--- config.mk ---
export PLATFORM = sky130hd
export DESIGN_NAME = mfs_sqrt_cell
export DESIGN_NICKNAME = d
export VERILOG_FILES = /design/src/mfs_pkg.sv /design/src/mfs_sqrt_cell.sv
export SDC_FILE = /design/constraint.sdc
export NUM_CORES = 1
export LEC_CHECK = 0
export BUFFER_PORTS_ARGS = -buffer_cell sky130_fd_sc_hd__buf_2
export CORE_AREA = 2 2 195 197
export DETAILED_ROUTE_END_ITERATION = 12
export DIE_AREA = 0 0 197 199
export SKIP_LAST_GASP = 1
export SYNTH_ARGS = -nofsm -noshare
export SYNTH_HDL_FRONTEND = slang
export SYNTH_SLANG_ARGS = --single-unit
export TNS_END_PERCENT = 20
--- constraint.sdc ---
create_clock -name clk -period 0.94 [get_ports clk]
set_input_delay 0.094 -clock clk [delete_from_list [all_inputs] [get_ports clk]]
set_output_delay 0.094 -clock clk [all_outputs]
set_load 0.01 [all_outputs]
--- src/mfs_pkg.sv ---
// Shared types and widths for the fibre muscle stress block.
// No dependencies.
package mfs_pkg;

	localparam int QW   = 32;
	localparam int MW   = 18;
	localparam int KW   = 31;
	localparam int FW   = 34;
	localparam int SQW  = 2 * FW;
	localparam int SW   = 72;
	localparam int LW   = 36;
	localparam int DVW  = LW + 2;
	localparam int DW   = 36;
	localparam int KDW  = KW + DW;
	localparam int KLO  = 34;
	localparam int CW   = 34;
	localparam int NC   = 3;
	localparam int XPW  = NC * CW;
	localparam int NW   = XPW + MW;
	localparam int EW   = KDW + DW;
	localparam int ESH  = 33;
	localparam int QB   = 32;
	localparam int NL   = 9;
	localparam int IW   = 8;

	typedef enum logic [IW-1:0] {
		REG_STIFFNESS = 8'd0,
		REG_FIBER_X   = 8'd1,
		REG_FIBER_Y   = 8'd2,
		REG_FIBER_Z   = 8'd3
	} reg_idx_t;

	typedef struct packed {
		logic signed [QW-1:0] f_00;
		logic signed [QW-1:0] f_01;
		logic signed [QW-1:0] f_02;
		logic signed [QW-1:0] f_10;
		logic signed [QW-1:0] f_11;
		logic signed [QW-1:0] f_12;
		logic signed [QW-1:0] f_20;
		logic signed [QW-1:0] f_21;
		logic signed [QW-1:0] f_22;
		logic signed [QW-1:0] activation;
	} in_beat_t;

	typedef struct packed {
		logic signed [QW-1:0] p_00;
		logic signed [QW-1:0] p_01;
		logic signed [QW-1:0] p_02;
		logic signed [QW-1:0] p_10;
		logic signed [QW-1:0] p_11;
		logic signed [QW-1:0] p_12;
		logic signed [QW-1:0] p_20;
		logic signed [QW-1:0] p_21;
		logic signed [QW-1:0] p_22;
		logic [QW-1:0]        energy;
		logic                 degenerate;
	} out_beat_t;

	typedef struct packed {
		logic [IW-1:0] index;
		logic [QW-1:0] value;
	} cfg_beat_t;

	typedef struct packed {
		logic [2:0][FW-1:0]   fm_mag;
		logic [2:0]           fm_neg;
		logic signed [QW-1:0] act;
	} sq_side_t;

	typedef struct packed {
		logic [NL-1:0] neg;
		logic [NL-1:0] over;
		logic [QW-1:0] energy;
		logic          degen;
	} dv_side_t;

endpackage

--- src/mfs_sqrt_cell.sv ---
// One digit cell of the pipelined square root chain; resolves root bit BIT.
// Depends on mfs_pkg.
module mfs_sqrt_cell #(
	parameter int BIT = 0
) (
	input  logic                     clk,
	input  logic                     arst_n,
	input  logic                     en,
	input  logic                     v_in,
	input  logic [mfs_pkg::SW-1:0]   rem_in,
	input  logic [mfs_pkg::LW-1:0]   root_in,
	input  mfs_pkg::sq_side_t        side_in,
	output logic                     v_out,
	output logic [mfs_pkg::SW-1:0]   rem_out,
	output logic [mfs_pkg::LW-1:0]   root_out,
	output mfs_pkg::sq_side_t        side_out
);
	import mfs_pkg::*;

	logic [SW-1:0] trial;
	logic          take;

	assign trial = (SW'(root_in) << (BIT + 1)) | (SW'(1) << (2 * BIT));
	assign take  = rem_in >= trial;

	always_ff @(posedge clk or negedge arst_n) begin
		if (!arst_n) begin
			v_out <= 1'b0;
		end else if (en) begin
			v_out <= v_in;
		end
	end

	always_ff @(posedge clk) begin
		if (en) begin
			rem_out  <= take ? rem_in - trial : rem_in;
			root_out <= take ? (root_in | (LW'(1) << BIT)) : root_in;
			side_out <= side_in;
		end
	end

endmodule

==> results.sh <==
export IMPL_outcome="finished, violations left"
export IMPL_violations="setup timing"
export IMPL_worstPathMaxFanout=5
export IMPL_core_um2=37130
export IMPL_drt_initial_drc_count=546
export IMPL_grt_pass1_wl_mm=64.81
export IMPL_grt_overflow_total=0
export IMPL_vias_per_cell=4.665
export IMPL_crit_arrival_ns=2.83
export IMPL_slowest_delay_ns=0.51
export IMPL_die_w_um=197
export IMPL_worst_slack_ns=-1.588
export IMPL_yosys_most_used_dff="edfxtp_1"
export IMPL_setup_tns_ns=-163.65
export IMPL_synth_area_leaders="edfxtp_1, ha_1, xor2_1"
export IMPL_critical_path_required_ns=1.24
export IMPL_drc=0
export IMPL_dpl_worst_slack_ns=-2.319
export IMPL_synth_seq_area_share_pct=67.21
export IMPL_synthMuxAreaShare_pct=0.4101
export IMPL_dpl_cell_count=2007
export IMPL_grt_pass1_vias=11240
export IMPL_clk_pin_slew_worst_paths_ns=0.06
export IMPL_hold_viol=0
export IMPL_numPortBuffers=494
export IMPL_pwr_density_cell_nw_per_um2=1530
export IMPL_max_slew_margin_rel_pct=66.79
export IMPL_fillCellCount=3038
export IMPL_synth_edf_count=245
export IMPL_yosys_area_share_adder_pct=4.397
export IMPL_avgRoutedWirePerCell_um=19.71
export IMPL_fin_crit_ns=2.528
export IMPL_cap_violations=0
export IMPL_grtUsageTotal_pct=21.85
export IMPL_clock_path_buffers=3
export IMPL_rows=71
export IMPL_dieHeight_um=199
export IMPL_ys_seq_elements=246
export IMPL_synthArstFlopShare_pct=0.4065
export IMPL_crit_buf_inv=4
export IMPL_nets=2126
export IMPL_final_seq_area_um2=7382
export IMPL_synth_nets=1099
export IMPL_wirelength_mm=46.11
export IMPL_hold_class="in -> reg"
export IMPL_initial_core_util_pct=29.58
export IMPL_cp_slowest_cell="or4b_4"
export IMPL_clkSinkCount=246
export IMPL_cp_end_kind="flop"
export IMPL_tightestPinTransition_ns=0.4930
export IMPL_syn_area_per_cell_um2=13.53
export IMPL_p_leak_nw=8.947
export IMPL_synth_compound_area_share_pct=10.04
export IMPL_vias=10910
export IMPL_drive_above_1_share_pct=51.37
export IMPL_synth_top_family_by_area="compound AO/OA/AOI/OAI gates"
export IMPL_cp_top_family="simple AND/OR/NAND/NOR gates"
export IMPL_cts_buffers=29
export IMPL_fin_util_pct=55.88
export IMPL_finalCritPeriodShare_pct=268.9
export IMPL_cp_start_kind="primary input"
export IMPL_ir_worst_vdd_uv=1289
export IMPL_final_max_slew_viol_count=0
export IMPL_worstSkewPairLatency_ns=0.55
export IMPL_synth_top_area_share_pct=66.99
export IMPL_timing_fmax_mhz=395.6
export IMPL_setup_viol=346
export IMPL_synthesis_area_um2=10980
export IMPL_yosysTopAreaCell="edfxtp_1"
export IMPL_finalNonFillerCells=2339
export IMPL_synth_distinct_cells=63
export IMPL_place_congestion=0.9288
export IMPL_crit_type="in -> reg"
export IMPL_multi_input_area_um2=4144
export IMPL_dp_hpwl_mm=32.98
export IMPL_area_delta_synth_final_pct=88.93
export IMPL_cts_tree="yes"
export IMPL_synthesis_instances=812
export IMPL_synth_xor_area_share_pct=5.423
export IMPL_ys_warn_count=0
export IMPL_clock_root_buffer="clkbuf_16"
export IMPL_rsz0062_at_grt="true"
export IMPL_worstPathCellList="buf_8 -> inv_4 -> ha_4 -> nand4_1 -> or3_4 -> or3_4 -> or4b_4 -> a31oi_4 -> buf_6 -> o21ai_4 -> buf_6 -> nor4_4 -> xor2_1"
export IMPL_fin_skew_ns=0
export IMPL_htreeDepth=1
export IMPL_io_pins=495
export IMPL_firstDrtPassIters=5
export IMPL_grt_max_degree=33
export IMPL_die_area_um2=39200
export IMPL_antenna_found_initial=9
export IMPL_yosys_area_share_simple_pct=9.866
export IMPL_ant_nets=0
[report_power, final]
group	internal [mW]	total [mW]	leakage, nW	switching [mW]
clock	6.47	11.0	0.446	4.49
combinational	3.62	7.21	6.09	3.59
sequential	13.3	13.6	2.41	0.306
[worst paths after layout]
kind	endpoint	start	depth (start not counted)	slack, ns
min reg2reg	v_out$_DFFE_PN0P_	v_out$_DFFE_PN0P_	1	0.51
max	rem_out[44]$_DFFE_PP_	root_in[12]	13	-1.59
min in group asynchronous	v_out$_DFFE_PN0P_	arst_n	3	0.45
min	rem_out[56]$_DFFE_PP_	rem_in[55]	4	0.02
max in group asynchronous	v_out$_DFFE_PN0P_	arst_n	3	0.38
max reg2reg	v_out$_DFFE_PN0P_	v_out$_DFFE_PN0P_	1	0.20
[metal layers]
layer  part of all wire [%]  up-vias  track usage (%)  wire [um]
met5                  0.043        -                0         20
met4                    3.7        4            9.412       1699
met3                    6.9       82            5.171       3194
met2                     51      424            37.89      23330
met1                     39     5272            25.95      17870
li1                       -     5130                -          -
[sequential cells by signal, indices dropped and copies added (netlist names)]
name and count:
root_out 36, v_out 1, rem_out 72, side_out 137
[tightest hold or removal path, stage by stage]
cell    delay, ns
buf_2        0.10
buf_4        0.11
nor3_2       0.04
xor2_1       0.11
[cells in the final DEF, fill, tap and decap left out, types with 12 or more instances in the layout]
cell           Yosys  routed
o21ai_2            3      16
dlygate4sd3_1      0     243
nand4_1           13      13
buf_12             0      19
clkbuf_16          0      34
o21ai_0           57      28
a21oi_1           47      44
o21ai_1            0      14
nor3_1            30      15
buf_6              1      20
nand2_1           77      46
buf_2              6     483
xor2_1            45      45
ha_1              37      29
xnor2_1           23      22
inv_1             52      46
nand2_2            0      19
nand2_4            0      12
nor2_1            35      32
buf_4              2     239
edfxtp_1         245     245
[Yosys cell counts (8+ instances only)]
library cell  count
xnor2_1          23
or3_1            11
o21ai_0          57
ha_1             37
a21oi_1          47
xor2_1           45
nand2_1          77
clkbuf_1          8
nor2_1           35
nand4_1          13
o21a_1           11
nor4_1           12
nor3_1           30
inv_1            52
edfxtp_1        245
[cell families (layout without fill, tap and decap cells)]
group,Yosys count,in the layout
compound gates,171,171
simple gates,214,214
buf+inv,71,1118
mux,4,4
fa+ha+maj,38,38
other cells,0,6
flops,246,246
xor+xnor,68,68
[cell type report]
cell class              instances  share of cell area (%)
diodes                          6                 0.07236
clock buffers                  34                   3.588
clock inverters                17                  0.8502
inverters                      52                   1.025
multi-input cells             495                   19.97
flip-flops and latches        246                   35.58
well taps                     474                   2.858
repair buffers               1015                   36.06
[per-stage QoR]
step | instance area [um^2] | total power, mW | hold WS [ns]
after floorplan | 11120 | 15.91 | -0.2016
after CTS | 20050 | 31.72 | 0.0002933
after detailed placement | 16140 | 19.63 | -0.1242
after global placement | 16140 | 19.57 | -0.1285
final | 20750 | 31.75 | 0.02133
after global routing | 20740 | 33.11 | 0.02372
[what timing repair did]
item / 4_1_cts / 5_1_grt
setup buffers: 9 / 17
hold buffers: 243 / 0
gates cloned: 3 / 7
endpoints found under the setup margin: 319 / 344
hold endpoints to repair: 262 / 0
resized for setup: 80 / 133
pin swaps: 19 / 51
Power figures use the tool's default switching activity.
